### config.mk
export PLATFORM = sky130hd
export DESIGN_NAME = pooling_backward_scatter
export DESIGN_NICKNAME = d
export VERILOG_FILES = /design/src/design/pbs_pkg.sv /design/src/design/pooling_backward_scatter.sv /design/src/design/pbs_front.sv /design/src/design/pbs_queue.sv /design/src/design/pbs_back.sv
export SDC_FILE = /design/constraint.sdc
export NUM_CORES = 1
export LEC_CHECK = 0
export BUFFER_PORTS_ARGS = -buffer_cell sky130_fd_sc_hd__buf_2
export CORE_UTILIZATION = 41
export DETAILED_ROUTE_END_ITERATION = 8
export GPL_TIMING_DRIVEN = 0
export SYNTH_ARGS = -nofsm -noshare
export SYNTH_HDL_FRONTEND = slang
export SYNTH_SLANG_ARGS = --single-unit
### constraint.sdc
create_clock -name clk -period 19.3 [get_ports clk]
set_input_delay 0.965 -clock clk [delete_from_list [all_inputs] [get_ports clk]]
set_output_delay 0.965 -clock clk [all_outputs]
set_load 0.01 [all_outputs]
### src/design/pbs_pkg.sv
// Package for the pooling backward scatter block.
// Holds field widths, register indexes, the front state type and the job record.
// No dependencies.
package pbs_pkg;

    localparam int PX_W    = 10;
    localparam int COORD_W = 13;
    localparam int PLANE_W = 16;
    localparam int GRAD_W  = 32;
    localparam int SLOT_W  = 6;
    localparam int SIDE_W  = 4;
    localparam int AREA_W  = 7;

    // radix-256 divider: eight quotient bits per cycle
    localparam int DIGIT_BITS = 8;
    localparam int DIV_STEPS  = GRAD_W / DIGIT_BITS;
    localparam int STEP_W     = $clog2(DIV_STEPS);

    localparam int QUEUE_DEPTH = 4;

    localparam int CFG_INDEX_W = 1;
    localparam int CFG_DATA_W  = 4;
    localparam logic [CFG_INDEX_W-1:0] CFG_POOL_MODE   = 1'b0;
    localparam logic [CFG_INDEX_W-1:0] CFG_WINDOW_SIDE = 1'b1;

    localparam logic MODE_MAX  = 1'b0;
    localparam logic MODE_MEAN = 1'b1;

    typedef enum logic [1:0] {
        F_EMPTY,
        F_DIVIDE,
        F_HOLD
    } front_state_t;

    // one classified window, as it travels from front to back
    typedef struct packed {
        logic [COORD_W-1:0] base_x;
        logic [COORD_W-1:0] base_y;
        logic [PLANE_W-1:0] plane;
        logic [GRAD_W-1:0]  value;
        logic               mean;
        logic               bad;
        logic [SLOT_W-1:0]  slot;
        logic [SIDE_W-1:0]  side;
    } scatter_job_t;

endpackage

### src/design/pooling_backward_scatter.sv
// Path: an input transaction is registered in the front, pushed into the job queue and then
// loaded into the output register; in mean mode it first passes through the radix-256 divider.
// Throughput: one result per cycle while the receiver is ready; an item gives side*side results.
// Front: one item per cycle in max mode while the queue has room, in mean mode a new item
// only after the divide ends; a 4-entry job queue lets the two sides stall independently.
// Reset (rst_n, async, active low): pool_mode 0, window_side 2, queue and output empty.
module pooling_backward_scatter
    import pbs_pkg::*;
#(
    parameter int MAX_WINDOW      = 8,
    parameter int MAX_POOLED_SIDE = 1024
)
(
    input  logic                     clk,
    input  logic                     rst_n,
    // configuration write channel
    input  logic                     cfg_valid,
    output logic                     cfg_ready,
    input  logic [CFG_INDEX_W-1:0]   cfg_index,
    input  logic [CFG_DATA_W-1:0]    cfg_data,
    // input channel
    input  logic                     in_valid,
    output logic                     in_ready,
    input  logic [PX_W-1:0]          pooled_x,
    input  logic [PX_W-1:0]          pooled_y,
    input  logic [PLANE_W-1:0]       plane_tag,
    input  logic signed [GRAD_W-1:0] grad_value,
    input  logic [SLOT_W-1:0]        argmax_slot,
    // result channel
    output logic                     out_valid,
    input  logic                     out_ready,
    output logic [COORD_W-1:0]       source_x,
    output logic [COORD_W-1:0]       source_y,
    output logic [PLANE_W-1:0]       plane_out,
    output logic signed [GRAD_W-1:0] grad_out,
    output logic                     bad_slot,
    output logic                     last_of_window
);

    logic               pool_mode_reg, pool_mode_next;
    logic [SIDE_W-1:0]  window_side_reg, window_side_next;
    logic               cfg_write;

    logic               q_push, q_pop, q_empty, q_full;
    scatter_job_t       q_in, q_head;
    logic [GRAD_W-1:0]  grad_bits;

    // The configuration port never stalls: take every write transaction at once.
    assign cfg_ready = 1'b1;
    assign cfg_write = cfg_valid && cfg_ready;

    // Decode the register index; each write replaces the whole register.
    always_comb
    begin
        pool_mode_next   = pool_mode_reg;
        window_side_next = window_side_reg;
        if (cfg_write)
        begin
            case (cfg_index)
                CFG_POOL_MODE:   pool_mode_next   = cfg_data[0];
                CFG_WINDOW_SIDE: window_side_next = cfg_data;
                default:         pool_mode_next   = pool_mode_reg;
            endcase
        end
    end

    always_ff @(posedge clk or negedge rst_n)
    begin
        if (!rst_n)
        begin
            pool_mode_reg   <= MODE_MAX;
            window_side_reg <= SIDE_W'(2);
        end
        else
        begin
            pool_mode_reg   <= pool_mode_next;
            window_side_reg <= window_side_next;
        end
    end

    // Front: accept a transaction, clamp side and coordinates, flag a bad argmax
    // slot, and divide the gradient by the window area in mean mode.
    pbs_front #(
        .MAX_WINDOW      (MAX_WINDOW),
        .MAX_POOLED_SIDE (MAX_POOLED_SIDE)
    ) u_front (
        .clk         (clk),
        .rst_n       (rst_n),
        .in_valid    (in_valid),
        .in_ready    (in_ready),
        .pooled_x    (pooled_x),
        .pooled_y    (pooled_y),
        .plane_tag   (plane_tag),
        .grad_value  (grad_value),
        .argmax_slot (argmax_slot),
        .pool_mode   (pool_mode_reg),
        .window_side (window_side_reg),
        .q_full      (q_full),
        .q_push      (q_push),
        .q_data      (q_in)
    );

    // Hold classified windows until the back is free.
    pbs_queue u_queue (
        .clk       (clk),
        .rst_n     (rst_n),
        .push      (q_push),
        .push_data (q_in),
        .pop       (q_pop),
        .head      (q_head),
        .empty     (q_empty),
        .full      (q_full)
    );

    // Back: advance through the window at the queue head, one result per cycle while
    // the output is not stalled, and drop the job on its last result.
    pbs_back #(
        .MAX_WINDOW (MAX_WINDOW)
    ) u_back (
        .clk            (clk),
        .rst_n          (rst_n),
        .head           (q_head),
        .q_empty        (q_empty),
        .q_pop          (q_pop),
        .out_valid      (out_valid),
        .out_ready      (out_ready),
        .source_x       (source_x),
        .source_y       (source_y),
        .plane_out      (plane_out),
        .grad_out       (grad_bits),
        .bad_slot       (bad_slot),
        .last_of_window (last_of_window)
    );

    assign grad_out = grad_bits;

endmodule

### src/design/pbs_front.sv
// Front part: accepts input transactions, clamps and classifies them, and
// runs the mean share through a radix-256 divider. Depends on pbs_pkg.
module pbs_front
    import pbs_pkg::*;
#(
    parameter int MAX_WINDOW      = 8,
    parameter int MAX_POOLED_SIDE = 1024
)
(
    input  logic                 clk,
    input  logic                 rst_n,
    input  logic                 in_valid,
    output logic                 in_ready,
    input  logic [PX_W-1:0]      pooled_x,
    input  logic [PX_W-1:0]      pooled_y,
    input  logic [PLANE_W-1:0]   plane_tag,
    input  logic [GRAD_W-1:0]    grad_value,
    input  logic [SLOT_W-1:0]    argmax_slot,
    input  logic                 pool_mode,
    input  logic [SIDE_W-1:0]    window_side,
    input  logic                 q_full,
    output logic                 q_push,
    output scatter_job_t         q_data
);

    front_state_t        st_reg, st_next;
    scatter_job_t        job_reg, job_next;
    logic [GRAD_W-1:0]   work_reg, work_next;
    logic [AREA_W-1:0]   rem_reg, rem_next;
    logic [AREA_W-1:0]   area_reg, area_next;
    logic [STEP_W-1:0]   step_reg, step_next;
    logic                neg_reg, neg_next;

    logic                accept;
    logic [SIDE_W-1:0]   side_eff;
    logic [AREA_W-1:0]   area_in;
    logic [PX_W-1:0]     px_c, py_c;
    logic [GRAD_W-1:0]   div_work;
    logic [AREA_W-1:0]   div_rem;
    logic [AREA_W:0]     trial;

    // clamp the side and the pooled coordinates
    always_comb
    begin
        if (window_side == '0)
            side_eff = SIDE_W'(1);
        else if (32'(window_side) > MAX_WINDOW)
            side_eff = SIDE_W'(MAX_WINDOW);
        else
            side_eff = window_side;
        area_in = AREA_W'(side_eff) * AREA_W'(side_eff);
        px_c = (32'(pooled_x) >= MAX_POOLED_SIDE) ? PX_W'(MAX_POOLED_SIDE - 1) : pooled_x;
        py_c = (32'(pooled_y) >= MAX_POOLED_SIDE) ? PX_W'(MAX_POOLED_SIDE - 1) : pooled_y;
    end

    // one radix-256 digit: eight restoring steps on a remainder below the area
    always_comb
    begin
        div_work = work_reg;
        div_rem  = rem_reg;
        trial    = '0;
        for (int i = 0; i < DIGIT_BITS; i++)
        begin
            trial    = {div_rem, div_work[GRAD_W-1]};
            div_work = {div_work[GRAD_W-2:0], 1'b0};
            if (trial >= {1'b0, area_reg})
            begin
                trial       = trial - {1'b0, area_reg};
                div_work[0] = 1'b1;
            end
            div_rem = trial[AREA_W-1:0];
        end
    end

    assign q_push   = (st_reg == F_HOLD) && !q_full;
    assign in_ready = (st_reg == F_EMPTY) || q_push;
    assign accept   = in_valid && in_ready;

    always_comb
    begin
        q_data       = job_reg;
        q_data.value = neg_reg ? (GRAD_W'(0) - work_reg) : work_reg;
    end

    always_comb
    begin
        st_next   = st_reg;
        job_next  = job_reg;
        work_next = work_reg;
        rem_next  = rem_reg;
        area_next = area_reg;
        step_next = step_reg;
        neg_next  = neg_reg;
        case (st_reg)
            F_DIVIDE:
            begin
                work_next = div_work;
                rem_next  = div_rem;
                step_next = step_reg + STEP_W'(1);
                if (step_reg == STEP_W'(DIV_STEPS - 1))
                    st_next = F_HOLD;
            end
            F_HOLD:
            begin
                if (q_push)
                    st_next = F_EMPTY;
            end
            F_EMPTY:
            begin
                st_next = F_EMPTY;
            end
            default:
            begin
                st_next = F_EMPTY;
            end
        endcase
        if (accept)
        begin
            job_next.base_x = COORD_W'(px_c) * COORD_W'(side_eff);
            job_next.base_y = COORD_W'(py_c) * COORD_W'(side_eff);
            job_next.plane  = plane_tag;
            job_next.value  = '0;
            job_next.mean   = pool_mode;
            job_next.bad    = (pool_mode == MODE_MAX) && (AREA_W'(argmax_slot) >= area_in);
            job_next.slot   = argmax_slot;
            job_next.side   = side_eff;
            area_next       = area_in;
            rem_next        = '0;
            step_next       = '0;
            if (pool_mode == MODE_MEAN)
            begin
                neg_next  = grad_value[GRAD_W-1];
                work_next = grad_value[GRAD_W-1] ? (GRAD_W'(0) - grad_value) : grad_value;
                st_next   = F_DIVIDE;
            end
            else
            begin
                neg_next  = 1'b0;
                work_next = grad_value;
                st_next   = F_HOLD;
            end
        end
    end

    always_ff @(posedge clk or negedge rst_n)
    begin
        if (!rst_n)
        begin
            st_reg   <= F_EMPTY;
            step_reg <= '0;
        end
        else
        begin
            st_reg   <= st_next;
            step_reg <= step_next;
        end
    end

    always_ff @(posedge clk)
    begin
        job_reg  <= job_next;
        work_reg <= work_next;
        rem_reg  <= rem_next;
        area_reg <= area_next;
        neg_reg  <= neg_next;
    end

endmodule

### src/design/pbs_queue.sv
// Short job queue between front and back, built from flip-flops.
// Depends on pbs_pkg.
module pbs_queue
    import pbs_pkg::*;
(
    input  logic         clk,
    input  logic         rst_n,
    input  logic         push,
    input  scatter_job_t push_data,
    input  logic         pop,
    output scatter_job_t head,
    output logic         empty,
    output logic         full
);

    localparam int PTR_W = $clog2(QUEUE_DEPTH);
    localparam int CNT_W = $clog2(QUEUE_DEPTH + 1);

    scatter_job_t       slot_reg [QUEUE_DEPTH];
    logic [PTR_W-1:0]   wr_reg, wr_next;
    logic [PTR_W-1:0]   rd_reg, rd_next;
    logic [CNT_W-1:0]   cnt_reg, cnt_next;

    assign empty = (cnt_reg == '0);
    assign full  = (cnt_reg == CNT_W'(QUEUE_DEPTH));
    assign head  = slot_reg[rd_reg];

    always_comb
    begin
        wr_next  = push ? PTR_W'((32'(wr_reg) + 1) % QUEUE_DEPTH) : wr_reg;
        rd_next  = pop  ? PTR_W'((32'(rd_reg) + 1) % QUEUE_DEPTH) : rd_reg;
        cnt_next = cnt_reg + CNT_W'(push) - CNT_W'(pop);
    end

    always_ff @(posedge clk or negedge rst_n)
    begin
        if (!rst_n)
        begin
            wr_reg  <= '0;
            rd_reg  <= '0;
            cnt_reg <= '0;
        end
        else
        begin
            wr_reg  <= wr_next;
            rd_reg  <= rd_next;
            cnt_reg <= cnt_next;
        end
    end

    always_ff @(posedge clk)
    begin
        if (push)
            slot_reg[wr_reg] <= push_data;
    end

    a_no_overflow: assert property (@(posedge clk) disable iff (!rst_n)
        full && !pop |-> !push)
        else $error("queue push while full");

    a_no_underflow: assert property (@(posedge clk) disable iff (!rst_n)
        pop |-> !empty)
        else $error("queue pop while empty");

endmodule

### src/design/pbs_back.sv
// Back part: walks the window of the job at the queue head in row-major
// order and drives the registered result channel. Depends on pbs_pkg.
module pbs_back
    import pbs_pkg::*;
#(
    parameter int MAX_WINDOW = 8
)
(
    input  logic                 clk,
    input  logic                 rst_n,
    input  scatter_job_t         head,
    input  logic                 q_empty,
    output logic                 q_pop,
    output logic                 out_valid,
    input  logic                 out_ready,
    output logic [COORD_W-1:0]   source_x,
    output logic [COORD_W-1:0]   source_y,
    output logic [PLANE_W-1:0]   plane_out,
    output logic [GRAD_W-1:0]    grad_out,
    output logic                 bad_slot,
    output logic                 last_of_window
);

    localparam int CW = (MAX_WINDOW > 1) ? $clog2(MAX_WINDOW) : 1;

    logic [CW-1:0]       cx_reg, cx_next;
    logic [CW-1:0]       cy_reg, cy_next;
    logic [SLOT_W-1:0]   pos_reg, pos_next;
    logic                ov_reg, ov_next;
    logic [COORD_W-1:0]  sx_reg, sy_reg;
    logic [PLANE_W-1:0]  pl_reg;
    logic [GRAD_W-1:0]   g_reg;
    logic                bad_reg, last_reg;

    logic                advance, emit, row_end, win_end;
    logic [GRAD_W-1:0]   g_now;

    assign advance = !ov_reg || out_ready;
    assign emit    = advance && !q_empty;
    assign row_end = (SIDE_W'(cx_reg) == head.side - SIDE_W'(1));
    assign win_end = row_end && (SIDE_W'(cy_reg) == head.side - SIDE_W'(1));
    assign q_pop   = emit && win_end;

    always_comb
    begin
        if (head.mean)
            g_now = head.value;
        else if (!head.bad && (pos_reg == head.slot))
            g_now = head.value;
        else
            g_now = '0;
    end

    always_comb
    begin
        cx_next  = cx_reg;
        cy_next  = cy_reg;
        pos_next = pos_reg;
        ov_next  = ov_reg;
        if (advance)
            ov_next = !q_empty;
        if (emit)
        begin
            if (win_end)
            begin
                cx_next  = '0;
                cy_next  = '0;
                pos_next = '0;
            end
            else
            begin
                pos_next = pos_reg + SLOT_W'(1);
                if (row_end)
                begin
                    cx_next = '0;
                    cy_next = cy_reg + CW'(1);
                end
                else
                begin
                    cx_next = cx_reg + CW'(1);
                end
            end
        end
    end

    always_ff @(posedge clk or negedge rst_n)
    begin
        if (!rst_n)
        begin
            cx_reg  <= '0;
            cy_reg  <= '0;
            pos_reg <= '0;
            ov_reg  <= 1'b0;
        end
        else
        begin
            cx_reg  <= cx_next;
            cy_reg  <= cy_next;
            pos_reg <= pos_next;
            ov_reg  <= ov_next;
        end
    end

    always_ff @(posedge clk)
    begin
        if (emit)
        begin
            sx_reg   <= head.base_x + COORD_W'(cx_reg);
            sy_reg   <= head.base_y + COORD_W'(cy_reg);
            pl_reg   <= head.plane;
            g_reg    <= g_now;
            bad_reg  <= head.bad;
            last_reg <= win_end;
        end
    end

    assign out_valid      = ov_reg;
    assign source_x       = sx_reg;
    assign source_y       = sy_reg;
    assign plane_out      = pl_reg;
    assign grad_out       = g_reg;
    assign bad_slot       = bad_reg;
    assign last_of_window = last_reg;

    a_bad_is_zero: assert property (@(posedge clk) disable iff (!rst_n)
        ov_reg && bad_reg |-> g_reg == '0)
        else $error("bad slot result carries a nonzero gradient");

    a_walk_in_window: assert property (@(posedge clk) disable iff (!rst_n)
        !q_empty |-> (SIDE_W'(cx_reg) < head.side) && (SIDE_W'(cy_reg) < head.side))
        else $error("window walk left the window");

endmodule

==> results of run 1 <==
==> cells by family (layout without fill, tap and decap cells) <==
kind of cell,after synthesis,count (layout),share of synthesized area [%]
mux,117,117,8.46
flops,548,548,60.4
xor+xnor,151,151,4.91
buf+inv,180,466,2.56
other cells,2,5,0.0279
compound gates,277,277,6.76
simple gates,456,456,8.53
fa+ha+maj,159,159,8.40
==> routing by layer <==
metal	vias to the layer above	share of wire (%)	GRT usage (%)	routed length, um
met1	7951	46	24.7	28000
met5	-	0.021	0	13
met2	304	48	30.2	29200
met4	2	1.7	4.31	1050
met3	68	3.8	2.53	2320
li1	7538	-	-	-
==> timing repair <==
item,CTS,global route
setup endpoints to repair,0,8
buffers inserted,0,13
gates resized for setup,0,18
==> cell usage after synthesis, drive strengths merged (14+ instances only) <==
cell,number
xnor2,91
o21bai,15
ha,123
clkbuf,42
or3,19
and2,38
mux2,18
o31ai,14
nor3,24
nand3,17
nor2,64
inv,123
o21ai,85
a21oi,58
xor2,60
fa,36
dfrtp,28
nor2b,50
mux4,86
edfxtp,512
nand2,164
nand2b,16
a21o,27
==> cell type report <==
class	count	area [sq um]	area share, %
sequential	548	16200	52.4
buffer	54	228	0.735
antenna	2	5.00	0.0161
inverter	126	497	1.60
clock buffer	70	1520	4.90
clock inverter	37	403	1.30
tap	855	1070	3.45
timing repair buffer	179	1040	3.36
multi-input combinational	1163	10000	32.3
==> per-stage QoR <==
step / hold slack [ns] / cells / setup TNS [ns] / util, %
final: 0.440 / 3034 / 0 / 47.9
after global routing: 0.479 / 3032 / -0.0413 / 47.9
after CTS: 0.448 / 3019 / 0 / 47.7
after detailed placement: 0.482 / 2912 / 0 / 44.7
after global placement: 0.467 / 2907 / 0 / 44.5
after floorplan: 0.445 / 1891 / 0 / -
==> how the worst max path moves through the flow <==
stage,startpoint,cells after the start,endpoint
finish,u_front.area_reg[5],73,u_front.rem_reg[4]
global route,u_front.area_reg[5],76,u_front.rem_reg[4]
CTS,u_front.area_reg[5],74,u_front.rem_reg[4]
detailed placement,u_front.area_reg[5],72,u_front.rem_reg[4]
global placement,u_front.area_reg[5],72,u_front.work_reg[0]
floorplan,u_front.area_reg[5],76,u_front.rem_reg[4]
==> summary.md, run 1 <==
| Metric | Value |
|---|---|
| Result of the run | `finished clean` |
| Number of levels the H-tree was split into | `2` |
| Category of the worst setup path capture point | `flip-flop` |
| Residual DRC | `0` |
| FF+latch count, synth | `approximately 550` |
| Summed instance area of the synthesized netlist | `between 20,000 and 30,000 sq um` |
| Post-synth ARST share | `5.29%` |
| Number of antenna-violating nets in the routed design | `0` |
| Type of the tightest min-delay check | `input port to async pin` |
| Final critical-path share of the clock period | `94.8%` |
| Fmax | `approximately 0.055 GHz` |
| Largest area contributor in the netlist | `sky130_fd_sc_hd__edfxtp_1` |
| Synth warn | `0` |
| Initial Util | `between 40% and 50%` |
| Reg-to-Reg Start | `u_front.area_reg[5]` |
| Arrival time of data at the critical path endpoint | `roughly 19 ns` |
| Slew headroom | `~18%` |
| Layout filler cell count | `approximately 5,600` |
| Post-layout worst setup margin | `between 1 and 1.5 ns` |
| Max FO, Critical Path | `10` |
| Hold violation total from the final report | `0` |
| Cell depth of the worst flop-to-flop path | `73` |
| Max reg flops | `between 300 and 400` |
| Worst setup slack for register-to-register paths | `roughly 1 ns` |
| Detailed-placement wirelength estimate | `approximately 43 mm` |
| Sinks on the clock net | `548` |
| Number of antenna violations at the first check in global routing | `3` |
| Die Y-Extent | `between 200 and 300 um` |
| Average wire per cell in the routed design | `about 20 um` |
| Most common library cell in the layout ignoring fill and taps | `sky130_fd_sc_hd__edfxtp_1` |
| Final critical path time including I/O delays and setup | `between 15 and 20 ns` |
| Placed Area | `~29,000 sq um` |
| Library cell used as clock root buffer | `sky130_fd_sc_hd__clkbuf_16` |
| Detail-routed via count per cell | `5.23` |
| Kind of start point of the critical path | `flip-flop` |
| Clk pin slew, worst setup/hold paths | `~0.060 ns` |
| Top cell family by delay on the critical path | `compound AO/OA/AOI/OAI gates` |
| Synth top area cells | `sky130_fd_sc_hd__edfxtp_1, sky130_fd_sc_hd__mux4_2, sky130_fd_sc_hd__ha_1` |
| Clock insertion delay at the later pin of the skew report | `roughly 0.60 ns` |
| Cell area after layout | `around 31,000 sq um` |
| Critical-path cell with the highest stage delay | `sky130_fd_sc_hd__or4_1` |
| End of the worst register-to-register path | `u_front.rem_reg[4]` |
| Gate count of the mapped netlist | `between 1,500 and 2,000` |
| Wire length of the first global-routing pass | `roughly 92 mm` |
| Area grow syn2layout | `15.2%` |
| Detailed-route wire length | `60.6 mm` |
| Count of input and output buffers | `approximately 160` |
| Top library cells by usage in the layout, fill and taps aside | `sky130_fd_sc_hd__edfxtp_1, sky130_fd_sc_hd__nand2_1, sky130_fd_sc_hd__buf_2` |
| Overflow left after global routing | `0` |
| Count of flip-flops with a built-in enable after synthesis | `around 510` |
| Number of DRC violations after detailed-routing iteration 0 | `between 1,000 and 1,500` |
| Fraction of final layout cells with drive strength greater than 1 | `18.8%` |
| Setup Crit Path Kind | `flip-flop to flip-flop` |
| Final setup vio count | `0` |
| Maxcap violations | `0` |
| Number of buffers on the longest clock path | `3` |
| Total of hold buffers inserted after clock tree synthesis | `0` |
| Core area | `approximately 65,000 sq um` |
| Pre-CTS WS | `0.388 ns` |
| Gr usage total | `a little under a fifth` |
| Average instance area after synthesis | `between 10 and 15 sq um` |
| Max-slew violations | `0` |
| Die Footprint | `about 67,000 sq um` |
| Core Rows | `93` |
| Global placer's final weighted congestion | `~0.86` |
| Yosys top cell area share | `57.1%` |
| Most common cell on crit path | `sky130_fd_sc_hd__a21o_1` |
| Number of nets in the layout | `approximately 2,400` |
| Sequential area share after synthesis | `roughly three fifths` |
| Iteration count of the initial detailed-routing pass | `4` |
| Distinct cells, synth | `between 80 and 90` |
| Via count of the first global-routing pass | `around 16,000` |
| Transition time of the tightest slew-check pin | `~1.2 ns` |
| I/O pin total | `roughly 160` |
| TritonCTS clock tree | `built` |
| Combined buffer and inverter count along the critical path | `8` |
| Pin count of the biggest net entering global routing | `86` |
| Required time of the critical path | `between 15 and 20 ns` |
| Longest individual stage delay on the worst path | `0.57 ns` |
| Via count | `between 15,000 and 20,000` |
| Number of buffers created by CTS | `58` |
| Clock tree skew after final layout | `around 0.021 ns` |
| Horiz. Die Dim | `between 200 and 300 um` |
| Leading register cell type out of synthesis | `sky130_fd_sc_hd__edfxtp_1` |
Power of run 1 is not shown: default switching activity piles up to over one toggle a cycle in this logic, so the estimate is an artifact.
==> inputs of run 2 (changes only) <==
--- a/config.mk
+++ b/config.mk
@@ -6,6 +6,7 @@
 export NUM_CORES = 1
 export LEC_CHECK = 0
 export BUFFER_PORTS_ARGS = -buffer_cell sky130_fd_sc_hd__buf_2
+export CORE_ASPECT_RATIO = 1.4
 export CORE_UTILIZATION = 41
 export DETAILED_ROUTE_END_ITERATION = 8
 export GPL_TIMING_DRIVEN = 0
==> summary.md, run 2 (same netlist as run 1, synthesis figures left out) <==
| Metric | Value |
|---|---|
| Result of the run | `finished clean` |
| Most common cell on crit path | `sky130_fd_sc_hd__a21o_1` |
| Met1 WL | `between 20 and 25 mm` |
| Detailed-route wire length | `between 60 and 70 mm` |
| I/O pin total | `roughly 160` |
| Average wire per cell in the routed design | `around 21 um` |
| Post-layout util | `47.7%` |
| Residual DRC | `0` |
| Clk pin slew, worst setup/hold paths | `~0.060 ns` |
| Wire length on met3 | `2.72 mm` |
| Max FO, Critical Path | `10` |
| Top sig layer | `met5` |
| Die Y-Extent | `roughly 310 um` |
| Combined buffer and inverter count along the critical path | `8` |
| Number of antenna-violating nets in the routed design | `0` |
| Longest individual stage delay on the worst path | `about 0.58 ns` |
| Maxcap violations | `0` |
| Library cell used as clock root buffer | `sky130_fd_sc_hd__clkbuf_16` |
| Kind of start point of the critical path | `flip-flop` |
| Transition time of the tightest slew-check pin | `~1.3 ns` |
| Number of DRC violations after detailed-routing iteration 0 | `between 1,000 and 1,500` |
| Number of nets in the layout | `2,361` |
| RSZ-0062 raised after global routing | `no` |
| TritonCTS clock tree | `built` |
| Total Neg Setup Slack | `0 ns` |
| Setup Crit Path Kind | `flip-flop to flip-flop` |
| Wire length of the first global-routing pass | `approximately 97 mm` |
| First element of the critical path | `u_front.area_reg[4]` |
| Initial Util | `approximately two fifths` |
| Most common library cell in the layout ignoring fill and taps | `sky130_fd_sc_hd__edfxtp_1` |
| Iteration count of the initial detailed-routing pass | `5` |
| Pin count of the biggest net entering global routing | `86` |
| Critical-path cell with the highest stage delay | `sky130_fd_sc_hd__or4_1` |
| Max reg flops | `roughly 340` |
| Met2 Routed Length | `33.1 mm` |
| Global placer's final weighted congestion | `about 0.86` |
| Top cell family by delay on the critical path | `compound AO/OA/AOI/OAI gates` |
| Fraction of final layout cells with drive strength greater than 1 | `between 10% and 20%` |
| Final critical path time including I/O delays and setup | `approximately 18 ns` |
| Hold violation total from the final report | `0` |
| Arrival time of data at the critical path endpoint | `approximately 19 ns` |
| Number of buffers on the longest clock path | `3` |
| Overflow left after global routing | `0` |
| Clock tree skew after final layout | `~0.026 ns` |
| Type of the tightest min-delay check | `flip-flop to flip-flop` |
| Core area | `64,500 sq um` |
| Fmax | `0.0550 GHz` |
| Via count | `about 16,000` |
| Sinks on the clock net | `about 550` |
| Number of buffers created by CTS | `between 50 and 60` |
| Slew headroom | `between 10% and 20%` |
| Gr usage total | `roughly a fifth` |
| Final setup vio count | `0` |
| Required time of the critical path | `roughly 20 ns` |
| Detail-routed via count per cell | `5.36` |
| Number of levels the H-tree was split into | `2` |
| Reg-to-Reg Start | `u_front.area_reg[4]` |
| Die Footprint | `66,700 sq um` |
| Clock insertion delay at the later pin of the skew report | `around 0.62 ns` |
| Category of the worst setup path capture point | `flip-flop` |
| Max-slew violations | `0` |
| Area grow syn2layout | `14.3%` |
| Top library cells by usage in the layout, fill and taps aside | `sky130_fd_sc_hd__edfxtp_1, sky130_fd_sc_hd__nand2_1, sky130_fd_sc_hd__buf_2` |
| Total of hold buffers inserted after clock tree synthesis | `0` |
| Core Rows | `110` |
| Count of input and output buffers | `between 150 and 200` |
| Via count of the first global-routing pass | `around 17,000` |
| Number of antenna violations at the first check in global routing | `5` |
| Detailed-placement wirelength estimate | `about 44 mm` |
| Horiz. Die Dim | `approximately 220 um` |
| Hold wc startpoint | `u_front.q_data[4]` |
| Layout filler cell count | `5,577` |
| Final critical-path share of the clock period | `94.3%` |
## run 2: per-layer routing
metal,vias to the layer above,GRT usage (%)
met2,369,34.7
li1,7493,-
met3,107,2.66
met1,8138,22.8
met5,-,0
met4,2,6.70
## run 2: timing repair
| item | CTS | global route |
|---|---|---|
| setup endpoints to repair | 0 | 8 |
| gates resized for setup | 0 | 14 |
| buffers inserted | 0 | 6 |
## run 2: layout make-up
class	count	area [sq um]	area share, %
Inverter	126	482	1.57
Tap cell	840	1050	3.42
Buffer	54	228	0.740
Timing Repair Buffer	172	988	3.21
Antenna cell	1	2.50	0.00814
Sequential cell	548	16200	52.8
Multi-Input combinational cell	1163	10000	32.5
Clock buffer	66	1410	4.57
Clock inverter	34	360	1.17
## run 2: per-stage QoR
stage	cell area, sq um	cells	hold slack, ns	worst slack (ns)
final	30800	3004	0.490	1.10
after global routing	30800	3003	0.486	0.00889
after CTS	30700	2997	0.454	0.133
after detailed placement	28900	2897	0.483	0.243
after global placement	28800	2892	0.466	0.109
after floorplan	26900	1891	0.445	3.48
## run 2: final timing paths
path | endpoint | slack (ns) | cells after the start
worst max-delay path | u_front.rem_reg[4] | 1.10 | 75
worst min-delay path | u_queue.slot_reg[3][4] | 0.49 | 0
worst max register to register | u_front.rem_reg[4] | 1.10 | 75
worst min register to register | u_queue.slot_reg[3][4] | 0.49 | 0
max in group asynchronous | u_back.out_valid | 18.21 | 1
min in group asynchronous | u_back.cy_reg[0] | 0.50 | 1
## run 2: worst register-to-register path, delay by kind of cell (launching register included)
kind,cells,cell delay (ns)
compound gates,34,7.35
simple gates,20,4.22
fa+ha+maj,8,2.73
buf+inv,8,1.91
mux,5,1.48
flops,1,0.37
Power of run 2 is left out for the same reason.
==> inputs of run 3 (changes only) <==
--- a/config.mk
+++ b/config.mk
@@ -7,6 +7,7 @@
 export LEC_CHECK = 0
 export BUFFER_PORTS_ARGS = -buffer_cell sky130_fd_sc_hd__buf_2
 export CORE_ASPECT_RATIO = 1.4
+export CORE_MARGIN = 8
 export CORE_UTILIZATION = 41
 export DETAILED_ROUTE_END_ITERATION = 8
 export GPL_TIMING_DRIVEN = 0
==> summary.md, run 3 (same netlist as run 1, synthesis figures left out) <==
| Metric | Value |
|---|---|
| Met1 capacity usage during global routing | `roughly a fifth` |
| Fraction of final layout cells with drive strength greater than 1 | `between 10% and 20%` |
| Die Y-Extent | `~320 um` |
| Worst hold margin | `between 0.4 and 0.5 ns` |
| Number of nets in the layout | `2,376` |
| Average wire per cell in the routed design | `around 21 um` |
| Max reg flops | `344` |
| End of the worst register-to-register path | `u_front.rem_reg[4]` |
| Number of antenna-violating nets in the routed design | `0` |
| Overflow left after global routing | `0` |
| Placed Area | `28,900 sq um` |
| Kind of start point of the critical path | `flip-flop` |
| Hold violation total from the final report | `0` |
| Count of input and output buffers | `~160` |
| Instance count after placement with tap cells included | `between 2,000 and 3,000` |
| Top cell family by delay on the critical path | `compound AO/OA/AOI/OAI gates` |
| Setup Crit Path Kind | `flip-flop to flip-flop` |
| Worst setup slack for register-to-register paths | `between 1 and 1.5 ns` |
| Clk pin slew, worst setup/hold paths | `about 0.060 ns` |
| Global placer's final weighted congestion | `slightly below 0.9` |
| Max FO, Critical Path | `10` |
| Most common cell on crit path | `sky130_fd_sc_hd__a21o_1` |
| Transition time of the tightest slew-check pin | `1.22 ns` |
| Top library cells by usage in the layout, fill and taps aside | `sky130_fd_sc_hd__edfxtp_1, sky130_fd_sc_hd__nand2_1, sky130_fd_sc_hd__buf_2` |
| Fin cells | `~3,000` |
| Number of levels the H-tree was split into | `2` |
| Detail-routed via count per cell | `5.31` |
| Met2 routing resource usage after global routing | `approximately a third` |
| Most common library cell in the layout ignoring fill and taps | `sky130_fd_sc_hd__edfxtp_1` |
| Via count of the first global-routing pass | `about 17,000` |
| Clock tree skew after final layout | `about 0.036 ns` |
| Reg-to-Reg Start | `u_front.area_reg[5]` |
| Slew headroom | `18.3%` |
| Wire length of the first global-routing pass | `97.5 mm` |
| Cell depth of the worst flop-to-flop path | `73` |
| Sinks on the clock net | `around 550` |
| Number of buffers on the longest clock path | `3` |
| Category of the worst setup path capture point | `flip-flop` |
| Gr usage total | `between 15 and 20%` |
| Number of DRC violations after detailed-routing iteration 0 | `approximately 1,000` |
| Max-slew violations | `0` |
| Clock insertion delay at the later pin of the skew report | `0.64 ns` |
| Core area | `~65,000 sq um` |
| Total Neg Setup Slack | `0 ns` |
| Required time of the critical path | `19.82 ns` |
| Final critical path time including I/O delays and setup | `approximately 18 ns` |
| Iteration count of the initial detailed-routing pass | `5` |
| Type of the tightest min-delay check | `input port to async pin` |
| Number of antenna violations at the first check in global routing | `2` |
| Cell area after layout | `between 30,000 and 40,000 sq um` |
| Final critical-path share of the clock period | `between 90 and 100%` |
| Met3 capacity usage during global routing | `around 2.4%` |
| Arrival time of data at the critical path endpoint | `18.52 ns` |
| Residual DRC | `0` |
| Busiest grt layer | `met2` |
| Combined buffer and inverter count along the critical path | `7` |
| Detailed-route wire length | `63.8 mm` |
| Longest individual stage delay on the worst path | `0.56 ns` |
| Final setup vio count | `0` |
| Maxcap violations | `0` |
| Detailed-placement wirelength estimate | `45.4 mm` |
| Pin count of the biggest net entering global routing | `86` |
| I/O pin total | `approximately 160` |
| Result of the run | `finished clean` |
| Critical-path cell with the highest stage delay | `sky130_fd_sc_hd__or4_1` |
| Core Rows | `111` |
| Die Footprint | `approximately 74,000 sq um` |
| Horiz. Die Dim | `between 200 and 250 um` |
| Initial Util | `between 40% and 50%` |
| Via count | `between 15,000 and 20,000` |
| Library cell used as clock root buffer | `sky130_fd_sc_hd__clkbuf_16` |
| Fmax | `around 0.056 GHz` |
| Number of buffers created by CTS | `56` |
| TritonCTS clock tree | `built` |
| Area grow syn2layout | `15.3%` |
==> run 3: changes by cell type in the layout (fill, tap and decap cells not counted), moves of 2 or more <==
cell	before	now
sky130_fd_sc_hd__buf_4	9	21
sky130_fd_sc_hd__clkbuf_1	50	45
sky130_fd_sc_hd__clkbuf_16	54	57
sky130_fd_sc_hd__clkbuf_8	1	3
sky130_fd_sc_hd__clkinv_1	11	9
sky130_fd_sc_hd__clkinvlp_4	5	12
sky130_fd_sc_hd__diode_2	1	3
sky130_fd_sc_hd__inv_1	122	118
sky130_fd_sc_hd__inv_8	0	2
==> run 3: layout make-up <==
cell class	instances	area, sq um
fill	5760	34200
sequential	548	16200
multi-input combinational	1163	10000
clock buffer	66	1490
timing repair buffer	184	1080
tap	847	1060
inverter	126	497
clock inverter	39	422
buffer	54	230
antenna	3	7.51
==> run 3: worst max path at each step <==
stage          depth (start not counted)  slack [ns]                 from                   to
5_1_grt                               76       -0.05  u_front.area_reg[5]   u_front.rem_reg[4]
6_report                              73        1.30  u_front.area_reg[5]   u_front.rem_reg[4]
4_1_cts                               73        0.03  u_front.area_reg[0]   u_front.rem_reg[4]
2_1_floorplan                         76        3.48  u_front.area_reg[5]   u_front.rem_reg[4]
3_5_place_dp                          73        0.11  u_front.area_reg[5]   u_front.rem_reg[4]
3_3_place_gp                          73         0.1  u_front.area_reg[5]  u_front.work_reg[0]
==> run 3: what timing repair did <==
item	4_1_cts	5_1_grt
hold buffers	0	0
setup buffers	0	18
endpoints found under the setup margin	0	8
resized for setup	0	23
==> run 3: worst register-to-register path: cells and delay by family (launching register included) <==
family	cells	cell delay, ns
buf+inv	7	1.66
flops	1	0.37
mux	6	1.96
fa+ha+maj	8	2.83
compound gates	36	7.65
simple gates	16	3.44
==> run 3: routing by layer <==
layer | up-vias | part of all wire, %
li1 | 7526 | -
met4 | 2 | 2.9
met1 | 8161 | 40
met2 | 302 | 53
met5 | - | 0.020
met3 | 93 | 3.8
==> run 3: stage by stage <==
step / utilization (%) / setup WS (ns)
2_1_floorplan: - / 3.48
3_3_place_gp: 44.1 / 0.0983
3_5_place_dp: 44.3 / 0.110
4_1_cts: 47.3 / 0.0289
5_1_grt: 47.5 / -0.0492
6_report: 47.6 / 1.30
Power of run 3 is left out for the same reason.
